[config.mk]
export PLATFORM = sky130hd
export DESIGN_NAME = typed_frame_sum_checker_unit_flat
export DESIGN_NICKNAME = d
export VERILOG_FILES = /design/src/design/tfsc_pkg.sv /design/src/design/tfsc_if.sv /design/src/design/tfsc_hdr_decode.sv /design/src/design/tfsc_frame_ctrl.sv /design/src/design/typed_frame_sum_checker_unit.sv /design/src/flat_wrapper.sv
export SDC_FILE = /design/constraint.sdc
export NUM_CORES = 1
export LEC_CHECK = 0
export BUFFER_PORTS_ARGS = -buffer_cell sky130_fd_sc_hd__buf_2
export CORE_MARGIN = 10
export CORE_UTILIZATION = 57
export CTS_CLUSTER_DIAMETER = 60
export CTS_CLUSTER_SIZE = 16
export DETAILED_ROUTE_END_ITERATION = 7
export PLACE_DENSITY_LB_ADDON = 0.12
export SLEW_MARGIN = 10
export SYNTH_ARGS = -nofsm -noshare
export SYNTH_HDL_FRONTEND = slang
export SYNTH_HIERARCHICAL = 1
export SYNTH_SLANG_ARGS = --single-unit
[constraint.sdc]
create_clock -name clock -period 2.68 [get_ports clock]
set_clock_uncertainty 0.05 [all_clocks]
set_input_delay 0.134 -clock clock [delete_from_list [all_inputs] [get_ports clock]]
set_output_delay 0.134 -clock clock [all_outputs]
set_load 0.005 [all_outputs]
[src/design/tfsc_pkg.sv]
package tfsc_pkg;

   localparam int NumTypes = 5;

   typedef logic [7:0] byte_type;
   typedef logic [1:0] status_type;
   typedef logic [2:0] ftype_type;
   typedef logic [5:0] bidx_type;

   // per-byte status codes
   localparam status_type STATUS_SKIP = 2'd0;
   localparam status_type STATUS_BODY = 2'd1;
   localparam status_type STATUS_GOOD = 2'd2;
   localparam status_type STATUS_BAD  = 2'd3;

   localparam byte_type HDR_CODE [NumTypes] = '{8'h8F, 8'h9F, 8'hAF, 8'hBF, 8'hCF};

   // index of the checksum byte (frame length - 1); unknown type falls back to 35 bytes
   function automatic bidx_type last_index(input ftype_type t);
      bidx_type idx;
      case (t)
         3'd0: idx = 6'd34;
         3'd1: idx = 6'd33;
         3'd2: idx = 6'd30;
         3'd3: idx = 6'd13;
         3'd4: idx = 6'd26;
         default: idx = 6'd34;
      endcase
      return idx;
   endfunction

   typedef struct packed {
      logic      hit;
      ftype_type ftype;
   } hdr_match_type;

   typedef struct packed {
      status_type status;
      ftype_type  frame_type;
      bidx_type   byte_index;
      byte_type   byte_value;
   } rsp_type;

endpackage

[src/design/tfsc_if.sv]
interface tfsc_req_if;
   import tfsc_pkg::*;

   logic     valid;
   logic     ready;
   byte_type data_byte;

   modport source (output valid, output data_byte, input ready);
   modport sink   (input valid, input data_byte, output ready);
endinterface

interface tfsc_rsp_if;
   import tfsc_pkg::*;

   logic       valid;
   logic       ready;
   status_type status;
   ftype_type  frame_type;
   bidx_type   byte_index;
   byte_type   byte_value;

   modport source (output valid, output status, output frame_type, output byte_index,
                   output byte_value, input ready);
   modport sink   (input valid, input status, input frame_type, input byte_index,
                   input byte_value, output ready);
endinterface

[src/design/tfsc_hdr_decode.sv]
module tfsc_hdr_decode (
   input  tfsc_pkg::byte_type      data_byte,
   output tfsc_pkg::hdr_match_type match
);
   import tfsc_pkg::*;

   // header codes are distinct, first hit wins
   always_comb begin
      match = '0;
      for (int t = 0; t < NumTypes; t++) begin
         if (!match.hit && data_byte == HDR_CODE[t]) begin
            match.hit   = 1'b1;
            match.ftype = ftype_type'(t);
         end
      end
   end

endmodule

[src/design/tfsc_frame_ctrl.sv]
module tfsc_frame_ctrl (
   input  logic               clock,
   input  logic               reset,
   input  logic               step,
   input  tfsc_pkg::byte_type data_byte,
   output tfsc_pkg::rsp_type  result
);
   import tfsc_pkg::*;

   hdr_match_type hdr;

   logic      in_frame_ff, in_frame_in;
   ftype_type type_ff, type_in;
   bidx_type  pos_ff, pos_in;
   byte_type  sum_ff, sum_in;

   tfsc_hdr_decode u_hdr (
      .data_byte (data_byte),
      .match     (hdr)
   );

   always_comb begin
      in_frame_in       = in_frame_ff;
      type_in           = type_ff;
      pos_in            = pos_ff;
      sum_in            = sum_ff;
      result.status     = STATUS_SKIP;
      result.frame_type = '0;
      result.byte_index = '0;
      result.byte_value = data_byte;

      if (!in_frame_ff) begin
         if (hdr.hit) begin
            in_frame_in       = 1'b1;
            type_in           = hdr.ftype;
            pos_in            = 6'd1;
            sum_in            = data_byte;
            result.status     = STATUS_BODY;
            result.frame_type = hdr.ftype;
         end
      end else begin
         result.frame_type = type_ff;
         result.byte_index = pos_ff;
         if (pos_ff >= last_index(type_ff)) begin
            // checksum byte: compare, then back to hunting
            result.status = (sum_ff == data_byte) ? STATUS_GOOD : STATUS_BAD;
            in_frame_in   = 1'b0;
            type_in       = '0;
            pos_in        = '0;
            sum_in        = '0;
         end else begin
            result.status = STATUS_BODY;
            sum_in        = sum_ff + data_byte;
            pos_in        = pos_ff + 6'd1;
         end
      end
   end

   always_ff @(posedge clock) begin
      if (reset) begin
         in_frame_ff <= 1'b0;
         type_ff     <= '0;
         pos_ff      <= '0;
         sum_ff      <= '0;
      end else if (step) begin
         in_frame_ff <= in_frame_in;
         type_ff     <= type_in;
         pos_ff      <= pos_in;
         sum_ff      <= sum_in;
      end
   end

endmodule

[src/design/typed_frame_sum_checker_unit.sv]
// Channel   Dir   Role    Payload
// req_if    in    sink    data_byte[7:0]
// rsp_if    out   source  status[1:0] frame_type[2:0] byte_index[5:0] byte_value[7:0]
//
// One transaction in, one transaction out, one per cycle sustained while rsp_if is ready.
// The path runs through the input register, then frame logic into the result register.
// The frame state (type, position, running sum) updates when a byte moves from the
// input register into the result register, so a byte's status never waits on the next.
// Reset is synchronous; it clears both valid flags and the frame state (hunting).
// A stalled rsp_if holds the result; req_if stays ready while the input register
// is empty or can move forward in the same cycle.
module typed_frame_sum_checker_unit (
   input logic       clock,
   input logic       reset,
   tfsc_req_if.sink   req_if,
   tfsc_rsp_if.source rsp_if
);
   import tfsc_pkg::*;

   // input register
   logic     s1_valid_ff, s1_valid_in;
   byte_type s1_byte_ff;

   // result register
   logic    out_valid_ff, out_valid_in;
   rsp_type out_rsp_ff;

   rsp_type result;
   logic    out_free;   // result register empty or draining this cycle
   logic    s1_adv;     // byte moves from input register to result register
   logic    req_take;

   assign out_free = !out_valid_ff || rsp_if.ready;
   assign s1_adv   = s1_valid_ff && out_free;

   assign req_if.ready = !s1_valid_ff || out_free;
   assign req_take     = req_if.valid && req_if.ready;

   assign s1_valid_in  = req_if.ready ? req_if.valid : s1_valid_ff;
   assign out_valid_in = out_free ? s1_valid_ff : out_valid_ff;

   tfsc_frame_ctrl u_frame (
      .clock     (clock),
      .reset     (reset),
      .step      (s1_adv),
      .data_byte (s1_byte_ff),
      .result    (result)
   );

   always_ff @(posedge clock) begin
      if (reset) begin
         s1_valid_ff  <= 1'b0;
         out_valid_ff <= 1'b0;
      end else begin
         s1_valid_ff  <= s1_valid_in;
         out_valid_ff <= out_valid_in;
      end
   end

   // payload, no reset
   always_ff @(posedge clock) begin
      if (req_take) begin
         s1_byte_ff <= req_if.data_byte;
      end
      if (s1_adv) begin
         out_rsp_ff <= result;
      end
   end

   assign rsp_if.valid      = out_valid_ff;
   assign rsp_if.status     = out_rsp_ff.status;
   assign rsp_if.frame_type = out_rsp_ff.frame_type;
   assign rsp_if.byte_index = out_rsp_ff.byte_index;
   assign rsp_if.byte_value = out_rsp_ff.byte_value;

endmodule

[src/flat_wrapper.sv]
// flat-port wrapper written by rule: the top's interface ports become plain ports
module typed_frame_sum_checker_unit_flat import tfsc_pkg::*;
  (clock, reset, req_if_valid, req_if_data_byte, req_if_ready, rsp_if_valid, rsp_if_status, rsp_if_frame_type, rsp_if_byte_index, rsp_if_byte_value, rsp_if_ready);
  tfsc_req_if req_if_i ();
  tfsc_rsp_if rsp_if_i ();
  input logic clock;
  input logic reset;
  input wire logic [$bits(req_if_i.valid)-1:0] req_if_valid;
  input wire logic [$bits(req_if_i.data_byte)-1:0] req_if_data_byte;
  output wire logic [$bits(req_if_i.ready)-1:0] req_if_ready;
  output wire logic [$bits(rsp_if_i.valid)-1:0] rsp_if_valid;
  output wire logic [$bits(rsp_if_i.status)-1:0] rsp_if_status;
  output wire logic [$bits(rsp_if_i.frame_type)-1:0] rsp_if_frame_type;
  output wire logic [$bits(rsp_if_i.byte_index)-1:0] rsp_if_byte_index;
  output wire logic [$bits(rsp_if_i.byte_value)-1:0] rsp_if_byte_value;
  input wire logic [$bits(rsp_if_i.ready)-1:0] rsp_if_ready;
  assign req_if_i.valid = req_if_valid;
  assign req_if_i.data_byte = req_if_data_byte;
  assign req_if_ready = req_if_i.ready;
  assign rsp_if_valid = rsp_if_i.valid;
  assign rsp_if_status = rsp_if_i.status;
  assign rsp_if_frame_type = rsp_if_i.frame_type;
  assign rsp_if_byte_index = rsp_if_i.byte_index;
  assign rsp_if_byte_value = rsp_if_i.byte_value;
  assign rsp_if_i.ready = rsp_if_ready;
  typed_frame_sum_checker_unit u_core (.clock(clock), .reset(reset), .req_if(req_if_i), .rsp_if(rsp_if_i));
endmodule
==> run summary, run 1 <==
## Synthesis
• **Mapped Cells** 235
• **yosys warns** 6
• **Net Count, Synth** 262
• **biggest area consumer among synthesized cells** edfxtp_1
• **number of enable-type register cells in the synthesized netlist** 27
• **Synth cell types** 52
• **average size of a mapped cell** 10.54 um2
• **Synth Cell Area** 2477 um2
• **area share of the largest cell type after synthesis** 0.3273
• **number of synthesized register bits** 47
• **post-synthesis async set-or-reset flop share** 0
• **commonest register cell after synthesis** edfxtp_1
• **sequential area share after synthesis** 0.4889
• **most area-consuming cells after synthesis** edfxtp_1 (33%), dfxtp_1 (16%), ha_1 (7.1%)

## Worst setup path
• **worst reg2reg setup slack** 230 ps
• **CP Cell Sequence** nand2b_1 > a21o_1 > and2_1 > inv_1 > ha_1 > and3_1 > a211oi_4 > buf_4 > a221oi_1 > nor3_1
• **Crit path buffers/inverters** 2
• **maximum fanout along the worst path** 12
• **Worst Reg-to-Reg Cells** 10
• **Worst Setup Start Kind** register
• **cell family contributing the most delay on the critical path** simple AND/OR/NAND/NOR gates
• **origin of the critical flop-to-flop path** u_core/u_frame/type_ff[2]
• **kind of critical path** reg2reg
• **peak per-stage delay on the critical path** 400 ps
• **worst path arrival time** 2610 ps
• **crit path max-delay cell type** dfxtp_1
• **critical path endpoint category** register
• **data required time of the worst path** 2840 ps
• **destination of the worst register-to-register timing path** u_core/u_frame/sum_ff[0]

## Die
• **vertical die dimension** 85.93 um
• **number of ports placed on the die boundary** 33
• **die outline area** 7383 um2
• **DIE WIDTH** 85.93 um
• **effective utilization at floorplan** 0.6020
• **placeable core area** 4115 um2
• **row count** 23

## Timing
• **max-slew violations** 0
• **post-layout min period** 2446 ps
• **total negative setup slack** 0 ps
• **portion of the clock cycle consumed by the worst path in the final layout** 0.9128
• **slew margin rel.** 0.5111
• **RSZ-0062 raised after global routing** false
• **Worst Setup Slack, final** 233.7 ps
• **slew at the pin with the worst max-slew slack** 733.3 ps
• **Max Clk Rate** 408.8 MHz
• **final setup fails** 0
• **count of endpoints failing hold in the final timing report** 0

## Detailed routing
• **final routed wire length divided by cell count** 16.58 um
• **first drt pass iteration count** 5
• **WL final** 5356 um
• **number of nets with antenna violations after detailed routing** 0
• **vias per inst** 5.907
• **via count of the routed design** 1,908
• **Residual DRC** 0
• **detailed router's first-iteration violation count** 147

## Clock tree
• **root buf cell** clkbuf_8
• **TritonCTS clock tree** done
• **Skew-Pair Late Insertion Delay** 290 ps
• **clock-pin slew on the worst setup and hold paths** 80 ps
• **clk sinks** 47
• **buffer depth of the longest clock path** 2
• **maximum level of the CTS H-tree** 2
• **number of clock buffers inserted by TritonCTS** 5

## Finish
• **number of antenna repair diodes** 0
• **Register Area** 1211 um2
• **area of the multi-input gates** 1134 um2
• **synthesis-to-layout area growth** 13.28%
• **Net count, final** 299
• **count of filler cells inserted in the layout** 333
• **fraction of final layout cells sized beyond drive strength 1** 0.2051

## Global route
• **number of antenna violations at the first check in global routing** 0
• **via count of the first global-routing pass** 1,896
• **pin count of the biggest net entering global routing** 25
• **overall routing resource usage** 0.1496
• **global-route wire length before repair** 9073 um
• **leftover overflow at the end of global routing** 0

## Place
• **worst slack at placement** 277.3 ps
• **number of port buffers** 32
• **routability congestion estimate from global placement** 0.8304
• **post-detail-place hpwl** 3877 um

## Worst hold path
• **WHS Path Cells** 3
• **Hold Crit Endpoint** u_core/s1_valid_ff
• **launch point of the worst hold path** req_if_valid
• **path type of the worst min-delay path** in2reg

## Pwr
• **worst supply voltage drop on vdd** 0.4313 mV
• **power density over the cells** 464.5 nW/um2
• **Tot Pwr** 0.001304 W
• **leakage power** 1.115 nW

## Job
• **count of maximum capacitance violations** 0

## Outcome
• **outcome** complete, no violations

-- worst reg2reg max path: cells and delay by family (launching register included) --
kind / cells / cell delay [ps]
AND/OR/NAND/NOR: 4 / 770
AO/OA/AOI/OAI: 3 / 570
adder cells (fa/ha/maj): 1 / 280
flip-flops: 1 / 400
buffers and inverters: 2 / 300
-- how the worst max path moves through the flow --
stage	start	endpoint	slack, ps	cells after the start
6_report	u_core/u_frame/type_ff[2]	u_core/u_frame/sum_ff[0]	230	10
5_1_grt	u_core/u_frame/type_ff[2]	u_core/u_frame/sum_ff[4]	40	10
4_1_cts	u_core/u_frame/type_ff[2]	u_core/u_frame/sum_ff[2]	240	10
3_5_place_dp	u_core/u_frame/type_ff[2]	u_core/u_frame/sum_ff[2]	280	10
3_3_place_gp	u_core/u_frame/type_ff[2]	u_core/u_frame/sum_ff[2]	380	10
2_1_floorplan	u_core/u_frame/type_ff[2]	u_core/u_frame/sum_ff[5]	530	10
-- layer usage --
| metal | part of all wire | GRT usage |
|---|---|---|
| met2 | 0.45 | 0.2366 |
| met4 | 0.0080 | 0.04940 |
| met5 | 0 | 0 |
| met3 | 0.081 | 0.03784 |
| met1 | 0.46 | 0.1933 |
-- repair_timing --
action / CTS / global route
resized for setup: 0 / 0
hold endpoints to repair: 8 / 0
buffers inserted: 0 / 0
hold buffers: 8 / 0
-- synth_stat cells (all sizes together) (2+ instances only) --
cell type and number:
a2111oi 2, a211oi 6, a21o 9, a21oi 14, a221oi 6, and2 8
and3 2, buf 11, clkbuf 6, dfxtp 20, edfxtp 27, ha 14
inv 7, nand2 12, nand2b 5, nand3 8, nand3b 2, nand4 2
nand4b 2, nor2 18, nor2b 6, nor3 8, nor4 4, nor4b 4
o21a 2, o21ai 18, xnor2 2
-- area by class of cell --
| type | count | share of cell area |
|---|---|---|
| Clock inverter | 2 | 0.002675 |
| Clock buffer | 6 | 0.02586 |
| Inverter | 7 | 0.009362 |
| Sequential cell | 47 | 0.4316 |
| Timing Repair Buffer | 47 | 0.1043 |
| Multi-Input combinational cell | 164 | 0.4039 |
| Tap cell | 50 | 0.02229 |
-- flip-flops by register name (all words and copies together), names as in the netlist --
signal                      count
u_core/rsp_if.valid             1
u_core/rsp_if.frame_type        3
u_core/s1_valid_ff              1
u_core/rsp_if.byte_value        8
u_core/s1_byte_ff               8
u_core/rsp_if.status            2
u_core/u_frame/type_ff          3
u_core/u_frame/sum_ff           8
u_core/rsp_if.byte_index        6
u_core/u_frame/in_frame_ff      1
u_core/u_frame/pos_ff           6
-- power breakdown --
group / leakage, nW / total, W / internal [W] / switching [W]
Combinational: 0.660 / 0.0000987 / 0.0000458 / 0.0000529
Sequential: 0.415 / 0.000804 / 0.000787 / 0.0000171
Clock: 0.0403 / 0.000401 / 0.000178 / 0.000223
-- cell usage in the layout (no fill, tap or decap), types with 3 or more instances in the layout --
| cell type | count |
|---|---|
| buf_2 | 32 |
| edfxtp_1 | 27 |
| dfxtp_1 | 20 |
| nor2_1 | 18 |
| o21ai_0 | 16 |
| ha_1 | 14 |
| a21oi_1 | 13 |
| nand2_1 | 12 |
| a21o_1 | 9 |
| dlygate4sd3_1 | 8 |
| inv_1 | 7 |
| buf_4 | 7 |
| nor3_1 | 7 |
| nand3_1 | 7 |
| and2_1 | 6 |
| nor2b_1 | 6 |
| a221oi_1 | 6 |
| clkbuf_8 | 5 |
| nand2b_1 | 5 |
| nor4b_1 | 4 |
| nor4_1 | 3 |
| a211oi_1 | 3 |
-- through the flow --
| stage | instances | utilization | hold WS [ps] | instance area [um2] |
|---|---|---|---|---|
| after floorplan | 235 | - | 146.4 | 2477 |
| after global placement | 307 | 0.6431 | 261.0 | 2646 |
| after detailed placement | 307 | 0.6431 | 262.1 | 2646 |
| after CTS | 323 | 0.6820 | 41.02 | 2806 |
| after global routing | 323 | 0.6820 | 64.09 | 2806 |
| final | 323 | 0.6820 | 48.32 | 2806 |
-- logic make-up (layout without fill, tap and decap cells) --
logic type	Yosys count	after routing	share of synthesized area
AO/OA/AOI/OAI	62	62	0.1722
XOR/XNOR	3	3	0.01061
adder cells (fa/ha/maj)	15	15	0.07879
buffers and inverters	24	62	0.05354
flip-flops	47	47	0.4889
AND/OR/NAND/NOR	84	84	0.1960
No activity file was read; power rests on OpenSTA's default activity.
==> run 2, diff against run 1 <==
Settings changed: CAP_MARGIN from default to 10, CORE_ASPECT_RATIO from default to 0.75.
==> run summary, run 2 (synthesis results as in run 1) <==
## Global route
• **number of antenna violations at the first check in global routing** 0, unchanged
• **overall routing resource usage** 0.1469, -0.002637
• **pin count of the biggest net entering global routing** 24, -4.0%
• **via count of the first global-routing pass** 1,812, -4.4%
• **global-route wire length before repair** 8742 um, -3.6%
• **leftover overflow at the end of global routing** 0, unchanged

## Detailed routing
• **first drt pass iteration count** 4, -1
• **number of nets with antenna violations after detailed routing** 0, unchanged
• **via count of the routed design** 1,867, -2.1%
• **vias per inst** 5.675, -3.9%
• **final routed wire length divided by cell count** 16.10 um, -2.9%
• **WL final** 5296 um, -1.1%
• **Residual DRC** 0, unchanged
• **detailed router's first-iteration violation count** 144, -2.0%

## Worst setup path
• **destination of the worst register-to-register timing path** u_core/u_frame/sum_ff[2]
• **crit path max-delay cell type** dfxtp_1
• **worst path arrival time** 2610 ps, about the same
• **Worst Setup Start Kind** register
• **data required time of the worst path** 2850 ps, about the same
• **launch point of the critical path** u_core/u_frame/type_ff[2]
• **maximum fanout along the worst path** 12, unchanged
• **Worst Reg-to-Reg Cells** 10, unchanged
• **critical path endpoint category** register
• **kind of critical path** reg2reg
• **CP Cell Sequence** nand2b_1 > a21o_1 > and2_1 > inv_1 > ha_1 > and3_1 > a211oi_4 > buf_4 > a221oi_1 > nor3_1
• **origin of the critical flop-to-flop path** u_core/u_frame/type_ff[2]
• **cell family contributing the most delay on the critical path** simple AND/OR/NAND/NOR gates
• **peak per-stage delay on the critical path** 410 ps, about the same
• **Crit path buffers/inverters** 2, unchanged
• **Levels on crit path** 10, unchanged
• **worst setup path endpoint** u_core/u_frame/sum_ff[2]
• **worst reg2reg setup slack** 250 ps, about the same

## Finish
• **Net count, final** 300, +0.33%
• **synthesis-to-layout area growth** 14.75%
• **most common cell after layout, fill and taps aside** buf_2
• **final cell count without fillers** 329, +1.9%
• **fraction of final layout cells sized beyond drive strength 1** 0.2153, +0.01020
• **commonest cells after routing, fill and taps aside** buf_2 (32), edfxtp_1 (27), dfxtp_1 (20), nor2_1 (18), o21ai_0 (16)
• **count of filler cells inserted in the layout** 324, -2.7%
• **number of antenna repair diodes** 0, unchanged

## Clock tree
• **clock-pin slew on the worst setup and hold paths** 80 ps, about the same
• **clk sinks** 47, unchanged
• **buffer depth of the longest clock path** 2, unchanged
• **buffers inserted by post-CTS timing repair** 0, unchanged
• **root buf cell** clkbuf_8
• **TritonCTS clock tree** done
• **Skew-Pair Late Insertion Delay** 300 ps, about the same
• **maximum level of the CTS H-tree** 2, unchanged
• **number of clock buffers inserted by TritonCTS** 5, unchanged
• **cells resized by post-CTS repair** 0, unchanged

## Outcome
• **outcome** complete, no violations

## Job
• **count of maximum capacitance violations** 0, unchanged

## Pwr
• **worst supply voltage drop on vdd** 0.3714 mV, -14%
• **leakage power** 1.134 nW, +1.6%
• **power density over the cells** 481.8 nW/um2, +3.7%

## Die
• **effective utilization at floorplan** 0.6000, -0.002007
• **number of ports placed on the die boundary** 33, unchanged
• **placeable core area** 4129 um2, +0.33%
• **row count** 20, -13%
• **die outline area** 7411 um2, +0.37%
• **DIE WIDTH** 96.13 um, +12%
• **vertical die dimension** 77.10 um, -10%

## Place
• **number of port buffers** 32, unchanged
• **post-placement cell count** 313, +2.0%
• **post-detail-place hpwl** 3800 um, -2.0%
• **routability congestion estimate from global placement** 0.8290, -0.17%

## Timing
• **total negative setup slack** 0 ps, unchanged
• **max-slew violations** 0, unchanged
• **RSZ-0062 raised after global routing** false
• **post-layout min period** 2433 ps, -13.04 ps
• **portion of the clock cycle consumed by the worst path in the final layout** 0.9079, -0.004866
• **Max Clk Rate** 411.0 MHz, +0.54%
• **final setup fails** 0, unchanged
• **count of endpoints failing hold in the final timing report** 0, unchanged
• **slew margin rel.** 0.5407, +0.02960
• **slew at the pin with the worst max-slew slack** 688.9 ps, -44.39 ps

## Worst hold path
• **path type of the worst min-delay path** in2reg

-- run 2: cell count changes in the layout (fill, tap and decap cells not counted) --
cell       previous run  this run
clkinv_2              0         1
clkbuf_16             0         1
clkbuf_1              1         0
buf_4                 7         8
clkinv_1              2         1
-- run 2: worst min path at each step --
stage / start / to / slack (ps) / depth (start not counted)
after global routing: req_if_valid / u_core/s1_valid_ff / 50 / 3
after CTS: req_if_valid / u_core/s1_valid_ff / 20 / 3
after global placement: req_if_data_byte[7] / u_core/s1_byte_ff[7] / 260 / 1
after floorplan: reset / u_core/s1_valid_ff / 150 / 1
after detailed placement: req_if_data_byte[0] / u_core/s1_byte_ff[0] / 260 / 1
final: req_if_valid / u_core/s1_valid_ff / 30 / 3
-- run 2: worst register-to-register path, cell delays in order, from the launching register on --
cell	delay, ps
dfxtp_1	410
nand2b_1	180
a21o_1	150
and2_1	150
inv_1	50
ha_1	280
and3_1	230
a211oi_4	320
buf_4	250
a221oi_1	100
nor3_1	210
-- run 2: timing repair --
action                     4_1_cts  5_1_grt
hold buffers                     8        0
hold endpoints to repair         8        0
setup endpoints to repair        0        0
-- run 2: cell type report --
class                      instances  area, um2  area share
timing repair buffer              48      300.3      0.1056
inverter                           7      26.28    0.009243
clock buffer                       6      93.84     0.03301
tap                               55      68.82     0.02421
sequential                        47       1211      0.4261
multi-input combinational        164       1134      0.3988
clock inverter                     2      8.758    0.003081
-- run 2: where the power goes --
| part | switching [W] | total [W] | internal (W) |
|---|---|---|---|
| combinational | 0.0000556 | 0.000102 | 0.0000469 |
| clock | 0.000230 | 0.000466 | 0.000236 |
| sequential | 0.0000148 | 0.000801 | 0.000787 |
| total | 0.000301 | 0.00137 | 0.00107 |
-- run 2: per-stage QoR --
| step | total power, W | hold WS, ps | setup slack [ps] | utilization | area (um2) |
|---|---|---|---|---|---|
| 5_1_grt | 0.001427 | 50.65 | 54.64 | 0.6885 | 2843 |
| 2_1_floorplan | 0.0008756 | 146.4 | 533.2 | - | 2477 |
| 4_1_cts | 0.001383 | 20.08 | 232.0 | 0.6885 | 2843 |
| 3_3_place_gp | 0.0009107 | 260.3 | 378.8 | 0.6442 | 2660 |
| 6_report | 0.001370 | 33.03 | 246.7 | 0.6885 | 2843 |
| 3_5_place_dp | 0.0009112 | 262.6 | 262.2 | 0.6442 | 2660 |
-- run 2: per-layer routing --
| layer | GRT usage | wire, um |
|---|---|---|
| met1 | 0.2195 | 2717 |
| met2 | 0.1966 | 2146 |
| met3 | 0.03891 | 369 |
| met4 | 0.04412 | 62 |
| met5 | 0 | 0 |
